==> src/design/vkst_pkg.sv <==
package vkst_pkg;

  localparam int CFG_IDX_W  = 3;
  localparam int LATCH_W    = 4;
  localparam int LEVEL_IN_W = 8;

  localparam logic [CFG_IDX_W-1:0] CFG_ADC_LOW  = 3'd0;
  localparam logic [CFG_IDX_W-1:0] CFG_ADC_HIGH = 3'd1;
  localparam logic [CFG_IDX_W-1:0] CFG_HYST     = 3'd2;
  localparam logic [CFG_IDX_W-1:0] CFG_WINDOW   = 3'd3;
  localparam logic [CFG_IDX_W-1:0] CFG_INIT_LVL = 3'd4;

  localparam int HYST_RESET = 32;
  localparam logic [LATCH_W-1:0] WINDOW_RESET = 4'd1;

  typedef struct packed {
    logic load;
    logic acc;
    logic smooth_ld;
    logic clamp;
    logic cand_ld;
    logic qual;
    logic fin;
  } dp_cmd_t;

  typedef struct packed {
    logic mode;
    logic div_busy;
    logic need_div;
  } dp_sts_t;

endpackage

==> src/design/vkst_div.sv <==
module vkst_div #(
  parameter int NUM_W = 16,
  parameter int DEN_W = 12
) (
  input  logic             clk,
  input  logic             rst_n,
  input  logic             start,
  input  logic [NUM_W-1:0] num,
  input  logic [DEN_W-1:0] den,
  output logic             busy,
  output logic [NUM_W-1:0] quo
);

  localparam int CNT_W = $clog2(NUM_W + 1);

  logic             busy_r, busy_nxt;
  logic [CNT_W-1:0] cnt_r, cnt_nxt;
  logic [DEN_W-1:0] rem_r, rem_nxt;
  logic [DEN_W-1:0] den_r;
  logic [NUM_W-1:0] quo_r, quo_nxt;
  logic [DEN_W:0]   trial;
  logic [DEN_W:0]   diff;
  logic             fits;

  // one quotient bit per cycle, restoring
  always_comb begin
    trial = {rem_r, quo_r[NUM_W-1]};
    diff  = trial - {1'b0, den_r};
    fits  = trial >= {1'b0, den_r};
    busy_nxt = busy_r;
    cnt_nxt  = cnt_r;
    rem_nxt  = rem_r;
    quo_nxt  = quo_r;
    if (start) begin
      busy_nxt = 1'b1;
      cnt_nxt  = CNT_W'(NUM_W);
      rem_nxt  = '0;
      quo_nxt  = num;
    end else if (busy_r) begin
      cnt_nxt  = cnt_r - CNT_W'(1);
      busy_nxt = cnt_r != CNT_W'(1);
      rem_nxt  = fits ? diff[DEN_W-1:0] : trial[DEN_W-1:0];
      quo_nxt  = {quo_r[NUM_W-2:0], fits};
    end
  end

  always_ff @(posedge clk) begin
    if (!rst_n) begin
      busy_r <= 1'b0;
      cnt_r  <= '0;
    end else begin
      busy_r <= busy_nxt;
      cnt_r  <= cnt_nxt;
    end
    rem_r <= rem_nxt;
    quo_r <= quo_nxt;
    if (start) begin
      den_r <= den;
    end
  end

  assign busy = busy_r;
  assign quo  = quo_r;

endmodule

==> src/design/vkst_dp.sv <==
module vkst_dp #(
  parameter int AVG_DEPTH   = 8,
  parameter int MAX_LEVEL   = 9,
  parameter int SAMPLE_BITS = 12
) (
  input  logic                               clk,
  input  logic                               rst_n,
  input  vkst_pkg::dp_cmd_t                  cmd,
  output vkst_pkg::dp_sts_t                  sts,
  input  logic                               in_mode,
  input  logic [SAMPLE_BITS-1:0]             in_sample,
  input  logic [vkst_pkg::LEVEL_IN_W-1:0]    in_level,
  input  logic                               cfg_we,
  input  logic [vkst_pkg::CFG_IDX_W-1:0]     cfg_index,
  input  logic [SAMPLE_BITS-1:0]             cfg_data,
  output logic                               out_volume_write,
  output logic [$clog2(MAX_LEVEL+1)-1:0]     out_volume,
  output logic                               out_knob_latched,
  output logic [$clog2(MAX_LEVEL+1)-1:0]     out_knob_step,
  output logic [SAMPLE_BITS-1:0]             out_smoothed
);

  localparam int SB     = SAMPLE_BITS;
  localparam int LVL_W  = $clog2(MAX_LEVEL + 1);
  localparam int SUM_W  = SB + $clog2(AVG_DEPTH);
  localparam int FILL_W = $clog2(AVG_DEPTH + 1);
  localparam int SLOT_W = (AVG_DEPTH > 1) ? $clog2(AVG_DEPTH) : 1;
  localparam int STEP_W = SB + LVL_W;
  localparam int NUM_W  = (SUM_W > STEP_W) ? SUM_W : STEP_W;
  localparam int CMP_W  = 8;
  localparam int LW     = vkst_pkg::LATCH_W;

  localparam logic [LVL_W-1:0]  MAX_LVL = LVL_W'(MAX_LEVEL);
  localparam logic [FILL_W-1:0] FULL    = FILL_W'(AVG_DEPTH);
  localparam logic [SLOT_W-1:0] LAST_SL = SLOT_W'(AVG_DEPTH - 1);

  // configuration
  logic [SB-1:0]    low_r, high_r, hyst_r;
  logic [LW-1:0]    win_r;
  logic [LVL_W-1:0] init_sat;

  // averager
  logic [SB-1:0]     ring_m [AVG_DEPTH];
  logic [SB-1:0]     old_r;
  logic [SUM_W-1:0]  sum_r, sum_nxt;
  logic [SLOT_W-1:0] slot_r;
  logic [FILL_W-1:0] fill_r, fill_nxt;
  logic              full;

  // captured word
  logic                         mode_r;
  logic [SB-1:0]                samp_r;
  logic [vkst_pkg::LEVEL_IN_W-1:0] lvl_r;

  // step and knob state
  logic [SB-1:0]    smooth_r, stable_r;
  logic [LVL_W-1:0] cand_r, last_r, actual_r;
  logic             latched_r, wr_r;

  logic             at_low, at_high;
  logic [SB-1:0]    span, rel, hdiff;
  logic [STEP_W-1:0] step_num;
  logic             div_start, div_busy;
  logic [NUM_W-1:0] div_num, div_quo;
  logic [SB-1:0]    div_den;
  logic [LVL_W-1:0] quo_sat, lvl_sat, q_step, ldiff;
  logic             hyst_hold, upd_stable, lat_nxt, wr_nxt;

  always_comb begin
    full     = fill_r == FULL;
    sum_nxt  = sum_r - (full ? SUM_W'(old_r) : '0) + SUM_W'(samp_r);
    fill_nxt = full ? fill_r : fill_r + FILL_W'(1);

    at_low   = smooth_r <= low_r;
    at_high  = smooth_r >= high_r;
    span     = high_r - low_r;
    rel      = smooth_r - low_r;
    step_num = STEP_W'(rel) * STEP_W'(MAX_LEVEL + 1);

    div_start = cmd.acc || (cmd.clamp && !at_low && !at_high);
    div_num   = cmd.acc ? NUM_W'(sum_nxt) : NUM_W'(step_num);
    div_den   = cmd.acc ? SB'(fill_nxt) : span;

    quo_sat = (div_quo > NUM_W'(MAX_LEVEL)) ? MAX_LVL : div_quo[LVL_W-1:0];
    lvl_sat = (lvl_r > 8'(MAX_LEVEL)) ? MAX_LVL : LVL_W'(lvl_r);
    init_sat = ({4'b0, cfg_data[LW-1:0]} > 8'(MAX_LEVEL)) ? MAX_LVL
                                                         : LVL_W'(cfg_data[LW-1:0]);

    // hysteresis
    hdiff      = (smooth_r >= stable_r) ? smooth_r - stable_r : stable_r - smooth_r;
    hyst_hold  = (cand_r != last_r) && (hdiff < hyst_r);
    upd_stable = !hyst_hold;
    q_step     = hyst_hold ? last_r : cand_r;

    // soft takeover
    ldiff   = (q_step >= actual_r) ? q_step - actual_r : actual_r - q_step;
    lat_nxt = latched_r || (CMP_W'(ldiff) <= CMP_W'(win_r));
    wr_nxt  = lat_nxt && (q_step != actual_r);
  end

  vkst_div #(
    .NUM_W (NUM_W),
    .DEN_W (SB)
  ) u_div (
    .clk   (clk),
    .rst_n (rst_n),
    .start (div_start),
    .num   (div_num),
    .den   (div_den),
    .busy  (div_busy),
    .quo   (div_quo)
  );

  always_ff @(posedge clk) begin
    if (cmd.load) begin
      old_r <= ring_m[slot_r];
    end
    if (cmd.acc) begin
      ring_m[slot_r] <= samp_r;
    end
  end

  always_ff @(posedge clk) begin
    if (!rst_n) begin
      low_r     <= '0;
      high_r    <= '1;
      hyst_r    <= SB'(vkst_pkg::HYST_RESET);
      win_r     <= vkst_pkg::WINDOW_RESET;
      sum_r     <= '0;
      slot_r    <= '0;
      fill_r    <= '0;
      stable_r  <= '0;
      last_r    <= '0;
      actual_r  <= '0;
      latched_r <= 1'b0;
    end else begin
      if (cfg_we) begin
        unique case (cfg_index)
          vkst_pkg::CFG_ADC_LOW:  low_r  <= cfg_data;
          vkst_pkg::CFG_ADC_HIGH: high_r <= cfg_data;
          vkst_pkg::CFG_HYST:     hyst_r <= cfg_data;
          vkst_pkg::CFG_WINDOW:   win_r  <= cfg_data[LW-1:0];
          vkst_pkg::CFG_INIT_LVL: begin
            last_r   <= init_sat;
            actual_r <= init_sat;
          end
          default: ;
        endcase
      end
      if (cmd.acc) begin
        sum_r  <= sum_nxt;
        fill_r <= fill_nxt;
        slot_r <= (slot_r == LAST_SL) ? '0 : slot_r + SLOT_W'(1);
      end
      if (cmd.qual) begin
        last_r    <= q_step;
        latched_r <= lat_nxt;
        if (upd_stable) begin
          stable_r <= smooth_r;
        end
        if (wr_nxt) begin
          actual_r <= q_step;
        end
      end
      if (cmd.fin && mode_r) begin
        actual_r  <= lvl_sat;
        latched_r <= 1'b0;
      end
    end
  end

  // payload registers
  always_ff @(posedge clk) begin
    if (cmd.load) begin
      mode_r <= in_mode;
      samp_r <= in_sample;
      lvl_r  <= in_level;
    end
    if (cmd.smooth_ld) begin
      smooth_r <= div_quo[SB-1:0];
    end
    if (cmd.clamp && at_low) begin
      cand_r <= '0;
    end else if (cmd.clamp && at_high) begin
      cand_r <= MAX_LVL;
    end else if (cmd.cand_ld) begin
      cand_r <= quo_sat;
    end
    if (cmd.qual) begin
      wr_r <= wr_nxt;
    end
    if (cmd.fin) begin
      out_volume_write <= mode_r ? 1'b0 : wr_r;
      out_volume       <= mode_r ? lvl_sat : actual_r;
      out_knob_latched <= mode_r ? 1'b0 : latched_r;
      out_knob_step    <= last_r;
      out_smoothed     <= mode_r ? '0 : smooth_r;
    end
  end

  assign sts.mode     = mode_r;
  assign sts.div_busy = div_busy;
  assign sts.need_div = !at_low && !at_high;

  a_actual_range: assert property (@(posedge clk) disable iff (!rst_n)
    actual_r <= MAX_LVL)
    else $error("actual volume above max level");

  a_step_range: assert property (@(posedge clk) disable iff (!rst_n)
    last_r <= MAX_LVL)
    else $error("knob step above max level");

  a_fill_range: assert property (@(posedge clk) disable iff (!rst_n)
    fill_r <= FULL)
    else $error("fill count above window depth");

endmodule

==> src/design/vkst_ctrl.sv <==
module vkst_ctrl (
  input  logic              clk,
  input  logic              rst_n,
  input  logic              in_valid,
  output logic              in_stall,
  output logic              out_valid,
  input  logic              out_stall,
  output vkst_pkg::dp_cmd_t cmd,
  input  vkst_pkg::dp_sts_t sts
);

  typedef enum logic [2:0] {
    S_IDLE,
    S_ACC,
    S_DIV_AVG,
    S_CLAMP,
    S_DIV_STEP,
    S_QUAL,
    S_FIN
  } state_t;

  state_t state_r, state_nxt;
  logic   out_valid_r, out_valid_nxt;
  logic   fin_go;

  always_comb begin
    fin_go = (state_r == S_FIN) && (!out_valid_r || !out_stall);

    cmd.load      = (state_r == S_IDLE) && in_valid;
    cmd.acc       = (state_r == S_ACC) && !sts.mode;
    cmd.smooth_ld = (state_r == S_DIV_AVG) && !sts.div_busy;
    cmd.clamp     = state_r == S_CLAMP;
    cmd.cand_ld   = (state_r == S_DIV_STEP) && !sts.div_busy;
    cmd.qual      = state_r == S_QUAL;
    cmd.fin       = fin_go;

    state_nxt = state_r;
    unique case (state_r)
      S_IDLE:     if (in_valid) state_nxt = S_ACC;
      S_ACC:      state_nxt = sts.mode ? S_FIN : S_DIV_AVG;
      S_DIV_AVG:  if (!sts.div_busy) state_nxt = S_CLAMP;
      S_CLAMP:    state_nxt = sts.need_div ? S_DIV_STEP : S_QUAL;
      S_DIV_STEP: if (!sts.div_busy) state_nxt = S_QUAL;
      S_QUAL:     state_nxt = S_FIN;
      S_FIN:      if (fin_go) state_nxt = S_IDLE;
      default:    state_nxt = S_IDLE;
    endcase

    out_valid_nxt = out_valid_r;
    if (fin_go) begin
      out_valid_nxt = 1'b1;
    end else if (!out_stall) begin
      out_valid_nxt = 1'b0;
    end
  end

  always_ff @(posedge clk) begin
    if (!rst_n) begin
      state_r     <= S_IDLE;
      out_valid_r <= 1'b0;
    end else begin
      state_r     <= state_nxt;
      out_valid_r <= out_valid_nxt;
    end
  end

  assign in_stall  = state_r != S_IDLE;
  assign out_valid = out_valid_r;

  a_load_to_acc: assert property (@(posedge clk) disable iff (!rst_n)
    cmd.load |=> state_r == S_ACC)
    else $error("accepted word did not reach accumulate");

  a_div_started: assert property (@(posedge clk) disable iff (!rst_n)
    cmd.acc |=> sts.div_busy)
    else $error("average division not running");

  a_out_hold: assert property (@(posedge clk) disable iff (!rst_n)
    out_valid_r && out_stall |=> out_valid_r)
    else $error("stalled word dropped");

endmodule

==> src/design/volume_knob_soft_takeover.sv <==
// Volume knob with moving-average smoothing, hysteresis and soft takeover.
// A knob sample passes through a running-sum averager, then two divisions on
// one shared restoring divider that retires one quotient bit per cycle: the
// average (sum over samples held) and the step mapping over the calibrated
// span, the latter skipped when the reading lies at or outside the span. The
// divider width is the wider of SAMPLE_BITS + $clog2(AVG_DEPTH) and
// SAMPLE_BITS + $clog2(MAX_LEVEL+1) (16 by default); a volume notification
// skips the averager and both divisions. One word is processed at a time; the
// result sits in an output register, so the next word is taken while it
// waits. Register writes are always ready and are to be issued only while the
// block is idle.
module volume_knob_soft_takeover #(
  parameter int AVG_DEPTH   = 8,
  parameter int MAX_LEVEL   = 9,
  parameter int SAMPLE_BITS = 12
) (
  input  logic                              clk,
  input  logic                              rst_n,
  input  logic                              in_valid,
  output logic                              in_stall,
  input  logic                              in_mode,
  input  logic [SAMPLE_BITS-1:0]            in_sample,
  input  logic [vkst_pkg::LEVEL_IN_W-1:0]   in_level,
  output logic                              out_valid,
  input  logic                              out_stall,
  output logic                              out_volume_write,
  output logic [$clog2(MAX_LEVEL+1)-1:0]    out_volume,
  output logic                              out_knob_latched,
  output logic [$clog2(MAX_LEVEL+1)-1:0]    out_knob_step,
  output logic [SAMPLE_BITS-1:0]            out_smoothed,
  input  logic                              cfg_valid,
  output logic                              cfg_ready,
  input  logic [vkst_pkg::CFG_IDX_W-1:0]    cfg_index,
  input  logic [SAMPLE_BITS-1:0]            cfg_data
);

  vkst_pkg::dp_cmd_t cmd;
  vkst_pkg::dp_sts_t sts;

  assign cfg_ready = 1'b1;

  vkst_ctrl u_ctrl (
    .clk       (clk),
    .rst_n     (rst_n),
    .in_valid  (in_valid),
    .in_stall  (in_stall),
    .out_valid (out_valid),
    .out_stall (out_stall),
    .cmd       (cmd),
    .sts       (sts)
  );

  vkst_dp #(
    .AVG_DEPTH   (AVG_DEPTH),
    .MAX_LEVEL   (MAX_LEVEL),
    .SAMPLE_BITS (SAMPLE_BITS)
  ) u_dp (
    .clk              (clk),
    .rst_n            (rst_n),
    .cmd              (cmd),
    .sts              (sts),
    .in_mode          (in_mode),
    .in_sample        (in_sample),
    .in_level         (in_level),
    .cfg_we           (cfg_valid && cfg_ready),
    .cfg_index        (cfg_index),
    .cfg_data         (cfg_data),
    .out_volume_write (out_volume_write),
    .out_volume       (out_volume),
    .out_knob_latched (out_knob_latched),
    .out_knob_step    (out_knob_step),
    .out_smoothed     (out_smoothed)
  );

endmodule
==> config.mk <==
export PLATFORM = sky130hd
export DESIGN_NAME = volume_knob_soft_takeover
export DESIGN_NICKNAME = d
export VERILOG_FILES = /design/src/design/vkst_pkg.sv /design/src/design/vkst_div.sv /design/src/design/vkst_dp.sv /design/src/design/vkst_ctrl.sv /design/src/design/volume_knob_soft_takeover.sv
export SDC_FILE = /design/constraint.sdc
export NUM_CORES = 1
export LEC_CHECK = 0
export BUFFER_PORTS_ARGS = -buffer_cell sky130_fd_sc_hd__buf_2
export CORE_UTILIZATION = 41
export CTS_BUF_LIST = sky130_fd_sc_hd__clkbuf_4
export DETAILED_ROUTE_END_ITERATION = 7
export PLACE_DENSITY = 0.7
export SLEW_MARGIN = 20
export SYNTH_ARGS = -nofsm -noshare
export SYNTH_HDL_FRONTEND = slang
export SYNTH_SLANG_ARGS = --single-unit
==> constraint.sdc <==
create_clock -name clk -period 6.2 [get_ports clk]
set_clock_uncertainty 0.15 [all_clocks]
set_input_delay 0.31 -clock clk [delete_from_list [all_inputs] [get_ports clk]]
set_output_delay 0.31 -clock clk [all_outputs]
set_load 0.05 [all_outputs]
* Word-level counts from Yosys, hierarchy flattened
Memory sizes are Yosys's and may differ from the RTL's. A register that Yosys moved wholly into a read port is not among the register bits.
Index checks and enable logic that the tools add are counted.
** Operators by class
- Add/sub/neg operators :: 12
- Multiply operators :: 1
- Div/mod/pow operators :: 0
- Magnitude comparators :: 10
- Equal/unequal tests :: 20
- Shift-type cells :: 0
- Muxes and demuxes :: 40
- Bitwise gates (word level) :: 2
- Reduce and logical (&&, ||, !) cells :: 39
** Operators with widths (number)
- 4-bit two-way mux :: 18
- 12-bit subtractor :: 5
- 16-bit two-way mux :: 3
- 12-bit two-way mux :: 3
- 12-bit >= comparator :: 2
- 3-bit case mux with 7 select lines :: 1
- 3-bit two-way mux :: 6
- 16-bit by 4-bit greater-than comparator with 1-bit output, second input constant :: 1
- 15-bit by 12-bit adder with 15-bit output :: 1
- 3-bit == test, second input constant :: 5
- 12-bit by 3-bit multiplier with 15-bit output, second input constant :: 1
- 15-bit subtractor :: 1
- 13-bit by 12-bit >= comparator with 1-bit output :: 1
- 1-bit logical AND :: 13
- 3-bit by 2-bit == test with 1-bit output, second input constant :: 4
- 12-bit <= comparator :: 1
- 12-bit less-than comparator :: 1
- 2-bit AND reduction :: 6
- 5-bit two-way mux :: 2
- 8-bit by 4-bit greater-than comparator with 1-bit output, second input constant :: 1
- 4-bit inequality test :: 2
- 2-bit nonzero test :: 4
- 4-bit subtractor :: 2
- 1-bit two-way mux :: 7
- other kinds (18) :: 33
** Storage, ports and cells
- Flip-flop bits (word level) :: 193
- Bits in latches :: 0
- RAM bits :: 96
- Bits in read-only memories :: 0
- Bits of input ports :: 41
- Memories :: 1
** Memory list
- u_dp.ring_m :: words 8, width 12, rd ports 1, clocked after Yosys merged registers in 1, write ports 1, RTL line vkst_dp.sv:43 : logic [SB-1:0] ring_m [AVG_DEPTH];

* Depth between registers and ports, before layout
- Word-level depth :: 13
- Gate-level depth with buffers :: 33
- Gate-level depth less buffers :: 32

* By module
Synthesis repeated with hierarchy kept, for this count alone.
** Second synthesis, totals
- Cell total of the unflattened synthesis :: 1578
- Area, all modules :: 17026.3 µm²
** Modules (own cells, without submodules)
- vkst_dp :: instances 1, cells an instance 1315, area an instance 14161.1 µm²
- vkst_div :: instances 1, cells an instance 226, area an instance 2529.9 µm²
- vkst_ctrl :: instances 1, cells an instance 35, area an instance 324.1 µm²
- volume_knob_soft_takeover :: instances 1, cells an instance 2, area an instance 11.3 µm²

* Least setup slack after synthesis
Ideal clock, no wire load.
- Kind :: reg-to-reg
- Start :: register u_dp.smooth_r[3]
- End :: register u_dp.actual_r[0]
- Arrival :: 6.267 ns
- Required time :: 5.955 ns
- Setup slack :: -0.313 ns
- Stages on the path, launching flop included :: 31
- Buffers on the path :: 2
- Period minus slack after synthesis :: 6.513 ns
- Path through :: edfxtp_1 > ha_1 > clkbuf_2 > a21oi_1 > and2_1 > o21ai_0 > o22a_1 > buf_2 > mux2i_1 > xnor2_1 > ha_1 > a21o_1 > a211oi_1 > o2111ai_1 > nand2_1 > mux2i_1 > inv_1 > ha_1 > nand2_1 > nand2_1 > a21o_1 > a21oi_1 > mux2i_1 > xor2_1 > ha_1 > o21a_1 > o21a_1 > o21ai_0 > and3_1 > nand2_1 > a221oi_1
** Between the ends
- Longest elaborated chain between the ends :: 13
** Ends and longest elaborated chain
- start, declared :: RTL line vkst_dp.sv:56 : logic [SB-1:0] smooth_r, stable_r;
- start signal, assigned :: RTL line vkst_dp.sv:180 : smooth_r <= div_quo[SB-1:0];
- 12-bit subtractor or 12-bit >= comparator (tied branches) :: RTL line vkst_dp.sv:90 : hdiff = (smooth_r >= stable_r) ? smooth_r - stable_r : stable_r - smooth_r;
- 12-bit two-way mux (*) :: RTL line vkst_dp.sv:90
- 12-bit less-than comparator (*) :: RTL line vkst_dp.sv:91 : hyst_hold = (cand_r != last_r) && (hdiff < hyst_r);
- 1-bit logical AND (*) :: RTL line vkst_dp.sv:91
- 4-bit two-way mux (*) :: RTL line vkst_dp.sv:93 : q_step = hyst_hold ? last_r : cand_r;
- 4-bit subtractor or 4-bit >= comparator (tied branches) :: RTL line vkst_dp.sv:96 : ldiff = (q_step >= actual_r) ? q_step - actual_r : actual_r - q_step;
- 4-bit two-way mux :: RTL line vkst_dp.sv:96
- 4-bit <= comparator :: RTL line vkst_dp.sv:97 : lat_nxt = latched_r || (CMP_W'(ldiff) <= CMP_W'(win_r));
- 1-bit logical OR :: RTL line vkst_dp.sv:97
- 1-bit logical AND :: RTL line vkst_dp.sv:98 : wr_nxt = lat_nxt && (q_step != actual_r);
- 4-bit two-way mux (*) :: RTL line vkst_dp.sv:161 : if (wr_nxt) begin
- 4-bit two-way mux (*) :: RTL line vkst_dp.sv:155 : if (cmd.qual) begin
- 4-bit two-way mux (*) :: RTL line vkst_dp.sv:165 : if (cmd.fin && mode_r) begin
- end signal, assigned :: RTL line vkst_dp.sv:145 : actual_r <= init_sat;
- end signal, assigned :: RTL line vkst_dp.sv:162 : actual_r <= q_step;
- end signal, assigned :: RTL line vkst_dp.sv:166 : actual_r <= lvl_sat;
- end, declared :: RTL line vkst_dp.sv:57 : logic [LVL_W-1:0] cand_r, last_r, actual_r;
Mark *: on every way between the ends. The rest lies on a longest branch, timed or not.
A chain may end at the register's enable or synchronous reset.

* Final worst setup path
- Start :: register u_dp.smooth_r[0]
- End :: register u_dp.actual_r[3]
Same word-level chain as after synthesis.

==> impl.org <==
** Finish
- Layout cells sized above 1 :: 0.204
- From synthesis to final layout, the design area changed by 21.0%.
- At the end of the flow, the number of nets in the layout was 2131.
- For this run, the share of the core covered by cells in the final layout is 0.502.
- Final instance area :: 0.0205 mm2
- The finished layout holds 2535 standard cells, fillers aside.

** Placement
- The congestion estimate from routability-driven global placement came to 0.925.
- In this run the cell area measured after placement is 0.0184 mm2.
- In this run, placement finished with an instance count of 2309.
- Port buffering added 64 buffers.
- The HPWL after detailed placement is 31300 um.

** Drt
- Count of nets left with antenna violations after detail routing :: 0
- The detailed router placed 13.7k vias in this run.
- Via-to-Cell Ratio :: 5.39
- Met2 WL :: 21800 um
- Highest metal used :: met4
- The detailed router put a total of 19200 um of wire on met1.
- Total length of routed wires :: 44700 um
- In the final routed layout, each cell accounts on average for 17.6 um.
- The first detailed-routing pass ran for 5 iterations.
- Starting DRT DRC Count :: 876
- DRC errors left :: 0
- Metal3 WL :: 2430 um

** Setup path
- Required arrival time at the worst endpoint :: 6.77 ns
- Category of the worst setup path capture point :: flop
- Largest fanout on the critical path :: 8
- The critical path is of the flop to flop type.
- The number of cells on the worst reg-to-reg path is 32.
- In this run the register-to-register setup slack is -0.17 ns.
- On the worst path, the slowest cell contributes a delay of 0.43 ns.
- In this run the critical register-to-register path is captured at u_dp.actual_r[3].
- The worst register-to-register path begins at u_dp.smooth_r[0].
- Startpoint types :: flop
- Worst path slowest cell :: sky130_fd_sc_hd__edfxtp_1
- Data arrives at the worst endpoint at 6.94 ns.

** Power
- Ratio of total power to cell area :: 351 mW/mm2
- Sequential Power Share :: 0.357
- Combinational Power Share :: 0.389
- The analysis attributes to net switching a power of 2.57 mW.
- The share of total power dissipated in the clock network is 0.254.
- PnR Total Power :: 7.19 mW
- The internal power of the cells totals 4.62 mW.
- Peak supply drop :: 224 uV
- Switching power share of the total :: 0.357
- Leakage power :: 8.23 nW

** Global routing
- Number of global-route vias before repair :: 13.6k
- Pin count of the biggest net entering global routing :: 44
- The initial antenna violation count was 2.
- The first global-routing pass estimated 70600 um of wire.
- GRT Resource Usage Total :: 0.215
- Residual overflow from global routing :: 0

** Floorplan
- The die is 205 um tall.
- Number of placement rows :: 74
- Placeable core region :: 0.0408 mm2
- The initial utilization of the core area, before any placement, comes to 0.415.
- Horizontal die dimension :: 205 um
- The die covers 0.0422 mm2.
- Ports placed on the boundary :: 66

** Clocking
- The clock passes through at most 3 buffers.
- Clock tree synthesis inserted a total of 82 buffers.
- The H-tree generated during clock tree synthesis spans 3 levels.
- The later pin in the worst-skew pair is clocked with a latency of 0.84 ns.
- After clock tree synthesis, the clock-pin slew on the worst setup and hold paths is 0.07 ns.
- TritonCTS built the clock tree.
- For this design, the sink count on the clock tree is 301.
- The tree is rooted in a sky130_fd_sc_hd__clkbuf_4.

** Outcome
- The checks that failed: negative setup slack.
- Result of the run :: complete, but fails checks

** STA
- In the post-route analysis, the smallest setup slack over all paths is -0.166 ns.
- The number of pins with negative max-slew slack in the final report is 0.
- Measured against its own limit, the worst slew margin works out to 0.290.
- The worst path in the final design needs a cycle of 6.37 ns, including I/O delays and setup.
- For this run, the top clock speed supported by timing is 0.157 GHz.
- Fin. Hold Viols :: 0
- Dividing the final minimum period by the clock period gives 1.03.
- At the pin with the least slew margin, the transition time is 1.06 ns.
- Final setup violation count :: 4
- Summed negative setup slack over all endpoints :: -0.442 ns
- Setup repair after global routing missed its margin :: true

** Synth
- Cell count after synthesis :: 1686
- During synthesis, Yosys emitted a total of 0 warnings.
- For this run, asynchronously set or reset flops after synthesis account for 0.
- In the synthesized netlist the dominant register cell turns out to be sky130_fd_sc_hd__edfxtp_1.
- Counting flops and latches in the post-synthesis netlist gives 301.
- Number of enable flip-flop cells after synthesis :: 192
- Mapped Area :: 0.0169 mm2
- For this run, the register share of the synthesized area comes to 0.469.
- Average cell area after synthesis :: 10.1 um2
- The number of nets in the synthesized netlist is 1880.
- Number of library cell types mapped by synthesis :: 82

** Hold path
- Hold EP :: u_dp.lvl_r[2]
- Worst Hold Launch :: in_level[2]
- Class of the most critical hold timing path :: primary input to flop
- Number of cells traversed by the worst hold path :: 2

** Job
- Across the run, the number of max-cap violations was 0.
-- worst max-delay path by stage --
stage / end / slack (ns) / startpoint / depth (start not counted)
2_1_floorplan: u_dp.actual_r[0] / 0.00008 / u_dp.smooth_r[0] / 32
3_3_place_gp: u_dp.actual_r[0] / -0.36 / u_dp.smooth_r[0] / 32
3_5_place_dp: u_dp.actual_r[3] / -0.52 / u_dp.stable_r[0] / 31
4_1_cts: u_dp.actual_r[0] / -0.08 / u_dp.smooth_r[0] / 31
5_1_grt: u_dp.actual_r[3] / -0.40 / u_dp.smooth_r[0] / 32
6_report: u_dp.actual_r[3] / -0.17 / u_dp.smooth_r[0] / 32
-- worst max-delay path, delay by kind of cell, from the launching register on --
| family | cells | cell delay, ns |
|---|---|---|
| muxes | 3 | 0.78 |
| DFF | 1 | 0.43 |
| xor gates and xnor gates | 1 | 0.15 |
| adders and majority gates | 6 | 1.39 |
| and+or+nand+nor | 6 | 0.81 |
| buffers and inverters | 4 | 0.36 |
| AOI/OAI and AO/OA | 12 | 2.17 |
-- registers in the layout, summed over array words and instances (netlist names), 5 cells and up --
register / cells
u_dp.ring_m: 96
u_dp.u_div.quo: 16
u_dp.sum_r: 15
u_dp.high_r: 12
u_dp.hyst_r: 12
u_dp.low_r: 12
u_dp.old_r: 12
u_dp.out_smoothed: 12
u_dp.samp_r: 12
u_dp.smooth_r: 12
u_dp.stable_r: 12
u_dp.u_div.den_r: 12
u_dp.u_div.rem_r: 12
u_dp.lvl_r: 8
u_dp.u_div.cnt_r: 5
-- synthesized netlist by cell type (5+ instances only) --
| cell | number | area share |
|---|---|---|
| sky130_fd_sc_hd__a21o_1 | 19 | 0.0084 |
| sky130_fd_sc_hd__nor2_1 | 126 | 0.028 |
| sky130_fd_sc_hd__dfxtp_1 | 109 | 0.13 |
| sky130_fd_sc_hd__o31ai_1 | 5 | 0.0022 |
| sky130_fd_sc_hd__edfxtp_1 | 192 | 0.34 |
| sky130_fd_sc_hd__and3_1 | 14 | 0.0052 |
| sky130_fd_sc_hd__nor2b_1 | 15 | 0.0055 |
| sky130_fd_sc_hd__nor4_1 | 5 | 0.0018 |
| sky130_fd_sc_hd__fa_1 | 20 | 0.024 |
| sky130_fd_sc_hd__xor2_1 | 21 | 0.011 |
| sky130_fd_sc_hd__a221oi_1 | 19 | 0.0098 |
| sky130_fd_sc_hd__inv_1 | 176 | 0.039 |
| sky130_fd_sc_hd__nand2b_1 | 14 | 0.0052 |
| sky130_fd_sc_hd__a22oi_1 | 6 | 0.0027 |
| sky130_fd_sc_hd__nand4_1 | 14 | 0.0052 |
| sky130_fd_sc_hd__xnor2_1 | 38 | 0.020 |
| sky130_fd_sc_hd__nand3_1 | 35 | 0.010 |
| sky130_fd_sc_hd__o21a_1 | 12 | 0.0053 |
| sky130_fd_sc_hd__a21oi_1 | 142 | 0.042 |
| sky130_fd_sc_hd__o21ai_0 | 77 | 0.023 |
| sky130_fd_sc_hd__o41ai_1 | 5 | 0.0026 |
| sky130_fd_sc_hd__and2_1 | 20 | 0.0074 |
| sky130_fd_sc_hd__a211o_1 | 5 | 0.0026 |
| sky130_fd_sc_hd__or2_2 | 7 | 0.0026 |
| sky130_fd_sc_hd__nand2_1 | 143 | 0.032 |
| sky130_fd_sc_hd__or3_1 | 18 | 0.0066 |
| sky130_fd_sc_hd__ha_1 | 133 | 0.098 |
| sky130_fd_sc_hd__a31oi_1 | 9 | 0.0033 |
| sky130_fd_sc_hd__mux2i_1 | 43 | 0.025 |
| sky130_fd_sc_hd__clkbuf_1 | 48 | 0.011 |
| sky130_fd_sc_hd__o22ai_1 | 6 | 0.0022 |
| sky130_fd_sc_hd__buf_1 | 6 | 0.0013 |
| sky130_fd_sc_hd__mux2_2 | 17 | 0.011 |
| sky130_fd_sc_hd__o211ai_1 | 24 | 0.011 |
| sky130_fd_sc_hd__a211oi_1 | 14 | 0.0062 |
| sky130_fd_sc_hd__nor3_1 | 42 | 0.012 |
| sky130_fd_sc_hd__a311oi_1 | 5 | 0.0026 |
-- per-layer routing --
| layer | vias to the layer above | GRT usage |
|---|---|---|
| met5 | - | 0 |
| met4 | 0 | 0.0899 |
| met2 | 409 | 0.368 |
| met1 | 6543 | 0.264 |
| li1 | 6607 | - |
| met3 | 97 | 0.0407 |
-- cells in the final DEF (no fill, tap or decap), types with 7 or more instances in the layout --
| cell | instances |
|---|---|
| sky130_fd_sc_hd__dfxtp_1 | 108 |
| sky130_fd_sc_hd__and3_1 | 13 |
| sky130_fd_sc_hd__nor2b_1 | 14 |
| sky130_fd_sc_hd__xor2_1 | 21 |
| sky130_fd_sc_hd__fa_1 | 17 |
| sky130_fd_sc_hd__or2_2 | 7 |
| sky130_fd_sc_hd__inv_1 | 171 |
| sky130_fd_sc_hd__nand2_1 | 141 |
| sky130_fd_sc_hd__o21ai_0 | 69 |
| sky130_fd_sc_hd__nor3_1 | 41 |
| sky130_fd_sc_hd__o211ai_1 | 24 |
| sky130_fd_sc_hd__a221oi_1 | 16 |
| sky130_fd_sc_hd__xnor2_1 | 36 |
| sky130_fd_sc_hd__clkinv_1 | 11 |
| sky130_fd_sc_hd__nor2_1 | 125 |
| sky130_fd_sc_hd__o21a_1 | 12 |
| sky130_fd_sc_hd__nand2b_1 | 14 |
| sky130_fd_sc_hd__a31oi_1 | 7 |
| sky130_fd_sc_hd__ha_1 | 126 |
| sky130_fd_sc_hd__nand4_1 | 14 |
| sky130_fd_sc_hd__or3_1 | 17 |
| sky130_fd_sc_hd__edfxtp_1 | 192 |
| sky130_fd_sc_hd__dlygate4sd3_1 | 57 |
| sky130_fd_sc_hd__nand3_1 | 34 |
| sky130_fd_sc_hd__a21o_1 | 19 |
| sky130_fd_sc_hd__buf_4 | 102 |
| sky130_fd_sc_hd__a211oi_1 | 11 |
| sky130_fd_sc_hd__buf_2 | 64 |
| sky130_fd_sc_hd__mux2i_1 | 37 |
| sky130_fd_sc_hd__mux2_2 | 16 |
| sky130_fd_sc_hd__a21oi_1 | 137 |
| sky130_fd_sc_hd__clkbuf_4 | 125 |
| sky130_fd_sc_hd__and2_1 | 19 |
-- power by group through the flow --
stage                     Sequential, mW  Clock, mW  Combinational, mW
after detailed placement            2.61          0               2.54
after global placement              2.60          0               2.47
after floorplan                     2.55          0               1.87
final                               2.57       1.83               2.80
after global routing                2.59       2.00               3.10
after CTS                           2.57       1.88               2.67
-- what timing repair did --
| item | in CTS | in global routing |
|---|---|---|
| resized for setup | 44 | 32 |
| setup endpoints to repair | 6 | 6 |
| buffers inserted | 8 | 11 |
| hold endpoints to repair | 99 | 0 |
| hold buffers | 57 | 0 |
| pin swaps | 26 | 30 |
-- area by class of cell --
cell class              count  area (um2)
multi-input cells        1146        8400
repair buffers            229        1730
flip-flops and latches    301        7950
clock buffers             125         938
diodes                      5        12.5
well taps                 532         666
inverters                 177         667
fillers                  3679       20300
clock inverters            20         134
-- kinds of logic after synthesis --
| group | count (synthesis) | share of synthesized area |
|---|---|---|
| simple gates | 475 | 0.133 |
| compound gates | 394 | 0.148 |
| flops | 301 | 0.469 |
| buf+inv | 239 | 0.0550 |
| fa+ha+maj | 153 | 0.122 |
| mux | 64 | 0.0420 |
| xor+xnor | 59 | 0.0305 |
| other cells | 1 | 0.000221 |
-- metrics by stage --
step / hold slack [ns] / setup WS [ns]
after floorplan: 0.259 / 0.0000759
after global placement: 0.292 / -0.360
after detailed placement: 0.297 / -0.521
after CTS: 0.0000161 / -0.0838
after global routing: -0.00866 / -0.402
final: 0.0733 / -0.166
Note: power is estimated with default switching activity, not from simulation.
